**src/rtl/cpu_alu8_with_flags_core_macros.svh**
```systemverilog
// Assertion macros shared by the ALU core.
`ifndef CPU_ALU8_WITH_FLAGS_CORE_MACROS_SVH
`define CPU_ALU8_WITH_FLAGS_CORE_MACROS_SVH
`ifndef SYNTHESIS
`define CA8_ASSERT_NOW(label, clk, rst, pre, post) \
   label: assert property (@(posedge clk) disable iff (rst) (pre) |-> (post)) \
      else $error("ca8 assertion failed (same cycle)");
`define CA8_ASSERT_NEXT(label, clk, rst, pre, post) \
   label: assert property (@(posedge clk) disable iff (rst) (pre) |=> (post)) \
      else $error("ca8 assertion failed (next cycle)");
`else
`define CA8_ASSERT_NOW(label, clk, rst, pre, post)
`define CA8_ASSERT_NEXT(label, clk, rst, pre, post)
`endif
`endif

```
**src/rtl/ca8_pkg.sv**
```systemverilog
// Shared constants and types of the 8-bit ALU core.
`timescale 1ns / 1ps
package ca8_pkg;
   localparam int OP_W             = 3;
   localparam int IDX_FIELD_W      = 3;
   localparam int DATA_W           = 8;
   localparam int NUM_REGS_DEFAULT = 8;

   localparam logic [OP_W-1:0] OP_ADC  = 3'd0;
   localparam logic [OP_W-1:0] OP_SUB  = 3'd1;
   localparam logic [OP_W-1:0] OP_SBC  = 3'd2;
   localparam logic [OP_W-1:0] OP_AND  = 3'd3;
   localparam logic [OP_W-1:0] OP_OR   = 3'd4;
   localparam logic [OP_W-1:0] OP_XOR  = 3'd5;
   localparam logic [OP_W-1:0] OP_CMP  = 3'd6;
   localparam logic [OP_W-1:0] OP_NONE = 3'd7;

   typedef struct packed {
      logic [DATA_W-1:0] result;
      logic              zero;
      logic              subtract;
      logic              half_carry;
      logic              carry;
   } alu_out_type;

   typedef struct packed {
      logic                   en;
      logic [IDX_FIELD_W-1:0] idx;
      logic [DATA_W-1:0]      data;
   } rf_write_type;
endpackage

```
**src/rtl/ca8_req_if.sv**
```systemverilog
// Request and response channel interfaces of the ALU core.
`timescale 1ns / 1ps
interface ca8_req_if;
   logic       valid;
   logic       ready;
   logic [2:0] op;
   logic [2:0] dest_reg;
   logic       use_byte;
   logic [2:0] src_reg;
   logic [7:0] operand_byte;

   modport source (output valid, op, dest_reg, use_byte, src_reg, operand_byte,
                   input ready);
   modport sink (input valid, op, dest_reg, use_byte, src_reg, operand_byte,
                 output ready);
endinterface

interface ca8_rsp_if;
   logic       valid;
   logic       ready;
   logic [7:0] result_byte;
   logic       zero_flag;
   logic       subtract_flag;
   logic       half_carry_flag;
   logic       carry_flag;

   modport source (output valid, result_byte, zero_flag, subtract_flag,
                   half_carry_flag, carry_flag, input ready);
   modport sink (input valid, result_byte, zero_flag, subtract_flag,
                 half_carry_flag, carry_flag, output ready);
endinterface

```
**src/rtl/ca8_regfile.sv**
```systemverilog
// Register file memory with registered reads, valid bits and write forwarding.
`timescale 1ns / 1ps
module ca8_regfile #(
   parameter int NUM_REGS = ca8_pkg::NUM_REGS_DEFAULT
) (
   input  logic                            clock,
   input  logic                            reset,
   input  logic                            rd_en,
   input  logic [ca8_pkg::IDX_FIELD_W-1:0] rd_idx_a,
   input  logic [ca8_pkg::IDX_FIELD_W-1:0] rd_idx_b,
   input  ca8_pkg::rf_write_type           wr,
   output logic [ca8_pkg::DATA_W-1:0]      rd_data_a,
   output logic [ca8_pkg::DATA_W-1:0]      rd_data_b
);
   import ca8_pkg::*;

   localparam int IDX_W = (NUM_REGS > 1) ? $clog2(NUM_REGS) : 1;
   localparam int CMP_W = IDX_FIELD_W + 2;

   logic [DATA_W-1:0]   regs_mem [NUM_REGS];
   logic [NUM_REGS-1:0] valid_ff, valid_in;

   logic [IDX_W-1:0]  a_idx, b_idx, w_idx;
   logic              a_ok, b_ok, w_ok, w_live;
   logic [DATA_W-1:0] a_mem_ff, b_mem_ff, fwd_ff;
   logic              a_hit_ff, b_hit_ff, a_zero_ff, b_zero_ff;

   assign a_idx  = IDX_W'(rd_idx_a);
   assign b_idx  = IDX_W'(rd_idx_b);
   assign w_idx  = IDX_W'(wr.idx);
   assign a_ok   = CMP_W'(rd_idx_a) < CMP_W'(NUM_REGS);
   assign b_ok   = CMP_W'(rd_idx_b) < CMP_W'(NUM_REGS);
   assign w_ok   = CMP_W'(wr.idx) < CMP_W'(NUM_REGS);
   assign w_live = wr.en && w_ok;

   always_comb begin
      valid_in = valid_ff;
      if (w_live) begin
         valid_in[w_idx] = 1'b1;
      end
   end

   always_ff @(posedge clock) begin
      if (reset) begin
         valid_ff <= '0;
      end else begin
         valid_ff <= valid_in;
      end
   end

   always_ff @(posedge clock) begin
      if (w_live) begin
         regs_mem[w_idx] <= wr.data;
      end
   end

   // The memory returns old data when a read meets a write to the same entry,
   // so the write data is captured and selected in the following cycle.
   always_ff @(posedge clock) begin
      if (rd_en) begin
         a_mem_ff  <= regs_mem[a_idx];
         b_mem_ff  <= regs_mem[b_idx];
         a_hit_ff  <= w_live && (wr.idx == rd_idx_a);
         b_hit_ff  <= w_live && (wr.idx == rd_idx_b);
         a_zero_ff <= !a_ok || !valid_ff[a_idx];
         b_zero_ff <= !b_ok || !valid_ff[b_idx];
         fwd_ff    <= wr.data;
      end
   end

   assign rd_data_a = a_hit_ff ? fwd_ff : (a_zero_ff ? '0 : a_mem_ff);
   assign rd_data_b = b_hit_ff ? fwd_ff : (b_zero_ff ? '0 : b_mem_ff);
endmodule

```
**src/rtl/ca8_alu.sv**
```systemverilog
// Arithmetic and logic unit computing the result byte and the four flags.
`timescale 1ns / 1ps
module ca8_alu (
   input  logic [ca8_pkg::OP_W-1:0]   op,
   input  logic [ca8_pkg::DATA_W-1:0] opnd_a,
   input  logic [ca8_pkg::DATA_W-1:0] opnd_b,
   input  logic                       carry_in,
   output ca8_pkg::alu_out_type       res
);
   import ca8_pkg::*;

   logic [DATA_W:0]     sum_full, diff_full;
   logic [DATA_W/2:0]   sum_low, diff_low;
   logic                sub_carry;

   // Plain subtract and compare ignore the held carry.
   assign sub_carry = (op == OP_SBC) ? carry_in : 1'b0;

   assign sum_full  = {1'b0, opnd_a} + {1'b0, opnd_b} + (DATA_W+1)'(carry_in);
   assign sum_low   = {1'b0, opnd_a[3:0]} + {1'b0, opnd_b[3:0]} + (DATA_W/2+1)'(carry_in);
   assign diff_full = {1'b0, opnd_a} - {1'b0, opnd_b} - (DATA_W+1)'(sub_carry);
   assign diff_low  = {1'b0, opnd_a[3:0]} - {1'b0, opnd_b[3:0]} - (DATA_W/2+1)'(sub_carry);

   always_comb begin
      res = '0;
      case (op)
         OP_ADC: begin
            res.result     = sum_full[DATA_W-1:0];
            res.half_carry = sum_low[DATA_W/2];
            res.carry      = sum_full[DATA_W];
         end
         OP_SUB, OP_SBC, OP_CMP: begin
            res.result     = diff_full[DATA_W-1:0];
            res.subtract   = 1'b1;
            res.half_carry = diff_low[DATA_W/2];
            res.carry      = diff_full[DATA_W];
         end
         OP_AND: begin
            res.result     = opnd_a & opnd_b;
            res.half_carry = 1'b1;
         end
         OP_OR: begin
            res.result = opnd_a | opnd_b;
         end
         OP_XOR: begin
            res.result = opnd_a ^ opnd_b;
         end
         default: begin
            res.result = '0;
         end
      endcase
      res.zero = (res.result == '0);
   end
endmodule

```
**src/rtl/cpu_alu8_with_flags_core.sv**
```systemverilog
// Top level of the 8-bit ALU core with register file and flag register.
//
//   channel    direction  handshake        payload
//   req_chan   in         valid / ready    op, dest_reg, use_byte, src_reg, operand_byte
//   rsp_chan   out        valid / ready    result_byte and Z, N, H, C flags
//
// The register file is read at the accepting edge and the ALU runs in the following
// cycle; write-back and the result register load when the execute stage advances. A
// new item is taken every cycle unless the execute stage is held; a write is forwarded
// to a read of the same register issued at the same edge. Reset clears the flags, and
// all registers through valid bits. The result register stalls the execute stage only
// while the result is not taken; an item with the unused operation code gives no result.
`timescale 1ns / 1ps
`include "cpu_alu8_with_flags_core_macros.svh"
module cpu_alu8_with_flags_core #(
   parameter int NUM_REGS = ca8_pkg::NUM_REGS_DEFAULT
) (
   input logic       clock,
   input logic       reset,
   ca8_req_if.sink   req_chan,
   ca8_rsp_if.source rsp_chan
);
   import ca8_pkg::*;

   logic accept, exe_adv, fire;

   logic                   exe_valid_ff, exe_valid_in;
   logic [OP_W-1:0]        exe_op_ff;
   logic [IDX_FIELD_W-1:0] exe_dest_ff;
   logic                   exe_use_byte_ff;
   logic [DATA_W-1:0]      exe_byte_ff;

   logic [DATA_W-1:0] rd_a, rd_b, opnd_b;
   alu_out_type       alu_res;
   rf_write_type      wr;

   logic [3:0]  flags_ff, flags_in;
   logic        out_valid_ff, out_valid_in;
   alu_out_type out_ff;

   assign exe_adv        = !out_valid_ff || rsp_chan.ready;
   assign req_chan.ready = !exe_valid_ff || exe_adv;
   assign accept         = req_chan.valid && req_chan.ready;
   assign fire           = exe_valid_ff && exe_adv;

   ca8_regfile #(
      .NUM_REGS(NUM_REGS)
   ) u_regfile (
      .clock    (clock),
      .reset    (reset),
      .rd_en    (accept),
      .rd_idx_a (req_chan.dest_reg),
      .rd_idx_b (req_chan.src_reg),
      .wr       (wr),
      .rd_data_a(rd_a),
      .rd_data_b(rd_b)
   );

   assign opnd_b = exe_use_byte_ff ? exe_byte_ff : rd_b;

   ca8_alu u_alu (
      .op      (exe_op_ff),
      .opnd_a  (rd_a),
      .opnd_b  (opnd_b),
      .carry_in(flags_ff[0]),
      .res     (alu_res)
   );

   assign wr.en   = fire && (exe_op_ff != OP_CMP);
   assign wr.idx  = exe_dest_ff;
   assign wr.data = alu_res.result;

   always_comb begin
      if (accept) begin
         exe_valid_in = (req_chan.op != OP_NONE);
      end else begin
         exe_valid_in = exe_valid_ff && !exe_adv;
      end
      out_valid_in = fire || (out_valid_ff && !rsp_chan.ready);
      flags_in     = fire ? {alu_res.zero, alu_res.subtract, alu_res.half_carry,
                             alu_res.carry} : flags_ff;
   end

   always_ff @(posedge clock) begin
      if (reset) begin
         exe_valid_ff <= 1'b0;
         out_valid_ff <= 1'b0;
         flags_ff     <= '0;
      end else begin
         exe_valid_ff <= exe_valid_in;
         out_valid_ff <= out_valid_in;
         flags_ff     <= flags_in;
      end
   end

   always_ff @(posedge clock) begin
      if (accept) begin
         exe_op_ff       <= req_chan.op;
         exe_dest_ff     <= req_chan.dest_reg;
         exe_use_byte_ff <= req_chan.use_byte;
         exe_byte_ff     <= req_chan.operand_byte;
      end
      if (fire) begin
         out_ff <= alu_res;
      end
   end

   assign rsp_chan.valid           = out_valid_ff;
   assign rsp_chan.result_byte     = out_ff.result;
   assign rsp_chan.zero_flag       = out_ff.zero;
   assign rsp_chan.subtract_flag   = out_ff.subtract;
   assign rsp_chan.half_carry_flag = out_ff.half_carry;
   assign rsp_chan.carry_flag      = out_ff.carry;

   // The held flags always belong to the item waiting at the output.
   `CA8_ASSERT_NOW(a_flags_match_out, clock, reset, out_valid_ff, flags_ff == {out_ff.zero, out_ff.subtract, out_ff.half_carry, out_ff.carry})
   // Every register write is followed by a result on the output.
   `CA8_ASSERT_NEXT(a_write_gives_result, clock, reset, wr.en, out_valid_ff)
   // An item is never taken while the execute stage is held.
   `CA8_ASSERT_NOW(a_no_overrun, clock, reset, accept, !exe_valid_ff || exe_adv)
   // A compare leaves the register file untouched.
   `CA8_ASSERT_NOW(a_cmp_no_write, clock, reset, fire && (exe_op_ff == OP_CMP), !wr.en)
endmodule
```
**src/flat_wrapper.sv**
```systemverilog
// flat-port wrapper written by rule: the top's interface ports become plain ports
module cpu_alu8_with_flags_core_flat import ca8_pkg::*;
#(
   parameter int NUM_REGS = ca8_pkg::NUM_REGS_DEFAULT
)
  (clock, reset, req_chan_valid, req_chan_op, req_chan_dest_reg, req_chan_use_byte, req_chan_src_reg, req_chan_operand_byte, req_chan_ready, rsp_chan_valid, rsp_chan_result_byte, rsp_chan_zero_flag, rsp_chan_subtract_flag, rsp_chan_half_carry_flag, rsp_chan_carry_flag, rsp_chan_ready);
  ca8_req_if req_chan_i ();
  ca8_rsp_if rsp_chan_i ();
  input logic clock;
  input logic reset;
  input wire logic [$bits(req_chan_i.valid)-1:0] req_chan_valid;
  input wire logic [$bits(req_chan_i.op)-1:0] req_chan_op;
  input wire logic [$bits(req_chan_i.dest_reg)-1:0] req_chan_dest_reg;
  input wire logic [$bits(req_chan_i.use_byte)-1:0] req_chan_use_byte;
  input wire logic [$bits(req_chan_i.src_reg)-1:0] req_chan_src_reg;
  input wire logic [$bits(req_chan_i.operand_byte)-1:0] req_chan_operand_byte;
  output wire logic [$bits(req_chan_i.ready)-1:0] req_chan_ready;
  output wire logic [$bits(rsp_chan_i.valid)-1:0] rsp_chan_valid;
  output wire logic [$bits(rsp_chan_i.result_byte)-1:0] rsp_chan_result_byte;
  output wire logic [$bits(rsp_chan_i.zero_flag)-1:0] rsp_chan_zero_flag;
  output wire logic [$bits(rsp_chan_i.subtract_flag)-1:0] rsp_chan_subtract_flag;
  output wire logic [$bits(rsp_chan_i.half_carry_flag)-1:0] rsp_chan_half_carry_flag;
  output wire logic [$bits(rsp_chan_i.carry_flag)-1:0] rsp_chan_carry_flag;
  input wire logic [$bits(rsp_chan_i.ready)-1:0] rsp_chan_ready;
  assign req_chan_i.valid = req_chan_valid;
  assign req_chan_i.op = req_chan_op;
  assign req_chan_i.dest_reg = req_chan_dest_reg;
  assign req_chan_i.use_byte = req_chan_use_byte;
  assign req_chan_i.src_reg = req_chan_src_reg;
  assign req_chan_i.operand_byte = req_chan_operand_byte;
  assign req_chan_ready = req_chan_i.ready;
  assign rsp_chan_valid = rsp_chan_i.valid;
  assign rsp_chan_result_byte = rsp_chan_i.result_byte;
  assign rsp_chan_zero_flag = rsp_chan_i.zero_flag;
  assign rsp_chan_subtract_flag = rsp_chan_i.subtract_flag;
  assign rsp_chan_half_carry_flag = rsp_chan_i.half_carry_flag;
  assign rsp_chan_carry_flag = rsp_chan_i.carry_flag;
  assign rsp_chan_i.ready = rsp_chan_ready;
  cpu_alu8_with_flags_core #(.NUM_REGS(NUM_REGS)) u_core (.clock(clock), .reset(reset), .req_chan(req_chan_i), .rsp_chan(rsp_chan_i));
endmodule
```
**config.mk**
```make
export PLATFORM = sky130hd
export DESIGN_NAME = cpu_alu8_with_flags_core_flat
export DESIGN_NICKNAME = d
export VERILOG_FILES = /design/src/rtl/ca8_pkg.sv /design/src/rtl/ca8_req_if.sv /design/src/rtl/ca8_regfile.sv /design/src/rtl/ca8_alu.sv /design/src/rtl/cpu_alu8_with_flags_core.sv /design/src/flat_wrapper.sv
export VERILOG_INCLUDE_DIRS = /design/src /design/src/rtl
export SDC_FILE = /design/constraint.sdc
export NUM_CORES = 1
export LEC_CHECK = 0
export BUFFER_PORTS_ARGS = -buffer_cell sky130_fd_sc_hd__buf_2
export CAP_MARGIN = 20
export CORE_MARGIN = 10
export CORE_UTILIZATION = 40
export CTS_BUF_LIST = sky130_fd_sc_hd__clkbuf_2
export DETAILED_ROUTE_END_ITERATION = 10
export PLACE_DENSITY = 0.53
export SLEW_MARGIN = 25
export SYNTH_ARGS = -nofsm -noshare
export SYNTH_HDL_FRONTEND = slang
export SYNTH_SLANG_ARGS = --single-unit
```
**constraint.sdc**
```tcl
create_clock -name clock -period 5.1 [get_ports clock]
set_input_delay 1.02 -clock clock [delete_from_list [all_inputs] [get_ports clock]]
set_output_delay 1.02 -clock clock [all_outputs]
set_load 0.01 [all_outputs]
```
==> out/qor.yml <==
clocking:
  root_buffer: "clkbuf_2"
  post_cts_buffers: 0
  cts_hold_buf: 0
  ctsLongestPathBuffers: 2
  htree_levels: 4
  cts_sinks: 130
  cts_tree: "yes"
  insertion_delay_ns: 0.73
  cts_buffers: 17
  clkTransAtPathRegs_ns: 0.23
  cts_resized: 0
routing:
  drt_first_pass_iters: 6
  num_vias: 4213
  finalWirelength_microns: 16600
  avgRoutedWirePerCell_microns: 22.0
  routed_via_density: 5.58
  detail-route-antenna-nets: 0
  drc: 0
  dr.first_iter.drc_count: 366
setup_path:
  reg2reg_from: "u_core.u_regfile.b_hit_ff$_DFFE_PP_"
  r2r-end: "u_core.rsp_chan.zero_flag$_DFFE_PP_"
  critPathLaunchType: "flop"
  cp_max_fo: 11
  cp.arrival_ns: 4.67
  ff2ff_path_depth: 12
  critPathCaptureType: "flop"
  worstSetupPathType: "flop to flop"
  cp.required_ns: 5.67
  rrSetupSlack_ns: 1.0
power:
  power_density_nw_per_um2: 317
  p_leak_nw: 2.68
  power_w: 0.00238
  peakVddDrop_v: 0.000209
grt:
  grt.busiest_layer: "met2"
  grt_max_degree: 44
  gr-total-overflow: 0
  grt_pass1_vias: 4266
  antenna_found_initial: 0
  grt_pass1_wl_microns: 25200
  grt_usage: 0.151
  use_met3: 0.0376
  met2_usage: 0.258
  grtUsageMet1: 0.184
die:
  die_y_microns: 151
  core-area_sq_um: 16700
  core.rowCount: 47
  dieArea_sq_um: 22800
  dieWidth_microns: 151
  ioPinCount: 36
  start_util: 0.410
sta:
  tightest_slew_ns: 1.00
  hold_viol_final: 0
  max_freq_mhz: 244
  fin_crit_ns: 4.10
  finalMaxSlewViolations: 0
  relSlewSlack: 0.327
  fin_ws_ns: 0.999
  rsz0062_at_grt: "no"
  post-route-period-util: 0.804
  fin_tns_setup_ns: 0
  finalSetupViolCount: 0
  fin_skew_ns: 0.0473
job:
  cap_violations: 0
placement:
  gp_congestion: 0.853
  post-place-ws_ns: 0.949
  io_buffers: 35
  dp.final_hpwl_microns: 11300
final_layout:
  drive_above_1_share: 0.299
  nets: 574
  syn2layout_area_growth_pct: 9.70
  diodes: 0
logic_synthesis:
  ys.flop_type: "edfxtp_1"
  synthCells: 480
  synth.avg_cell_area_sq_um: 14.3
  yosysUniqueCellTypes: 66
  netlist_area_sq_um: 6850
  ys_seq_area_frac: 0.554
  synth-seq-cells: 130
  yosysWarnings: 0
  syn-num-nets: 532
  synth_edf_count: 119
  ys_async_sr_fraction: 0
worst_hold_path:
  hold_end: "u_core.exe_byte_ff[0]$_DFFE_PP_"
  hold_depth: 1
  hold_path.class: "input port to flop"
  min_from: "req_chan_operand_byte[0]"
run_status:
  outcome: "completed"
cells in the final DEF, fill, tap and decap left out, drive strengths merged, types with 3 or more instances in the layout:
cell type	instances
nand2b	9
a21o	3
o22ai	4
clkbuf	18
nor4b	3
mux2	16
buf	47
o221ai	3
xor2	8
nor3	8
edfxtp	119
nand2	28
mux2i	5
dfxtp	11
a211o	3
a21oi	15
nor3b	3
xnor2	10
nor2	32
nor4	3
nand3	3
a211oi	4
ha	28
o211ai	4
mux4	36
inv	34
o21a	10
a22oi	13
and2	3
clkinvlp	3
nor2b	5
o21ai	16
report_power, final:
part / leakage (nW) / switching (W) / total [W] / internal (W)
Sequential: 1.21 / 0.0000293 / 0.00129 / 0.00126
Combinational: 1.34 / 0.000280 / 0.000462 / 0.000182
Clock: 0.137 / 0.000436 / 0.000631 / 0.000195
Yosys cell counts, types with 3 or more instances:
master,number,area [sq um]
mux2i_1,5,50.1
o21ai_0,14,70.1
a22oi_1,12,90.1
o21a_1,9,67.6
o22ai_1,3,18.8
buf_1,5,18.8
nor4_1,3,18.8
mux4_2,36,811
nand2_1,28,105
a21o_1,3,22.5
xnor2_1,10,87.6
ha_1,28,350
buf_2,6,30.0
nor2b_1,5,31.3
mux2_2,16,180
o211ai_1,4,30.0
nand3_1,3,15.0
buf_6,6,67.6
clkbuf_1,5,18.8
nor3_1,8,40.0
inv_1,25,93.8
dfxtp_1,11,220
nor2_1,31,116
xor2_1,8,70.1
nand2b_1,9,56.3
edfxtp_1,119,3570
a211o_1,3,26.3
a21oi_1,13,65.1
layer usage:
| layer | vias to the layer above | part of all wire |
|---|---|---|
| met1 | 2153 | 0.42 |
| met3 | 15 | 0.042 |
| met2 | 104 | 0.52 |
| met5 | - | 0 |
| li1 | 1941 | - |
| met4 | 0 | 0.018 |
cell families after synthesis:
kind of cell | synth area share
adders and majority gates | 0.0570
xor gates and xnor gates | 0.0230
and+or+nand+nor | 0.0771
muxes | 0.152
DFF | 0.554
AOI/OAI and AO/OA | 0.0994
buffers and inverters | 0.0375
critical path, cell delays in order (launching register included):
cell and delay, ns:
edfxtp_1 0.59, nor2_1 0.39, a22oi_1 0.12, o21ai_0 0.48, inv_1 0.20, fa_1 0.49
nand2b_1 0.16, a21oi_1 0.27, xnor2_1 0.18, o221ai_2 0.26, or4_1 0.58, nor2_1 0.09
nor4b_2 0.17
worst max path at each step:
stage / from / depth (start not counted) / slack (ns) / to
6_report: u_core.u_regfile.b_hit_ff$_DFFE_PP_ / 12 / 1.0 / u_core.rsp_chan.zero_flag$_DFFE_PP_
5_1_grt: u_core.u_regfile.b_hit_ff$_DFFE_PP_ / 12 / 0.51 / u_core.rsp_chan.zero_flag$_DFFE_PP_
4_1_cts: u_core.u_regfile.b_hit_ff$_DFFE_PP_ / 12 / 0.97 / u_core.rsp_chan.zero_flag$_DFFE_PP_
3_5_place_dp: u_core.u_regfile.b_hit_ff$_DFFE_PP_ / 12 / 0.95 / u_core.rsp_chan.zero_flag$_DFFE_PP_
3_3_place_gp: u_core.u_regfile.b_hit_ff$_DFFE_PP_ / 12 / 1.09 / u_core.rsp_chan.zero_flag$_DFFE_PP_
2_1_floorplan: u_core.exe_op_ff[0]$_DFFE_PP_ / 15 / 1.53 / u_core.rsp_chan.zero_flag$_DFFE_PP_
cell type report:
class	count	area, sq um
Inverter	26	100
Fill cell	1533	9190
Tap cell	220	275
Timing Repair Buffer	47	265
Clock buffer	18	90.1
Clock inverter	14	145
Multi-Input combinational cell	300	2840
Sequential cell	130	3790
metrics by stage:
stage	area, sq um	util	std cells	hold slack [ns]
finish	7510	0.450	755	0.481
floorplan	6850	-	480	0.452
detailed placement	7260	0.435	723	0.486
global route	7510	0.450	755	0.369
CTS	7500	0.449	755	0.414
global placement	7260	0.435	723	0.466
flip-flops by register name, indices dropped and copies added, names as in the netlist, 3 cells and up:
register	count
u_core.u_regfile.regs_mem	64
u_core.rsp_chan.result_byte	8
u_core.u_regfile.a_mem_ff	8
u_core.u_regfile.fwd_ff	8
u_core.exe_byte_ff	8
u_core.exe_op_ff	3
u_core.u_regfile.b_mem_ff	8
u_core.exe_dest_ff	3
u_core.u_regfile.valid_ff	8
Note: power is estimated with default switching activity, not from simulation.
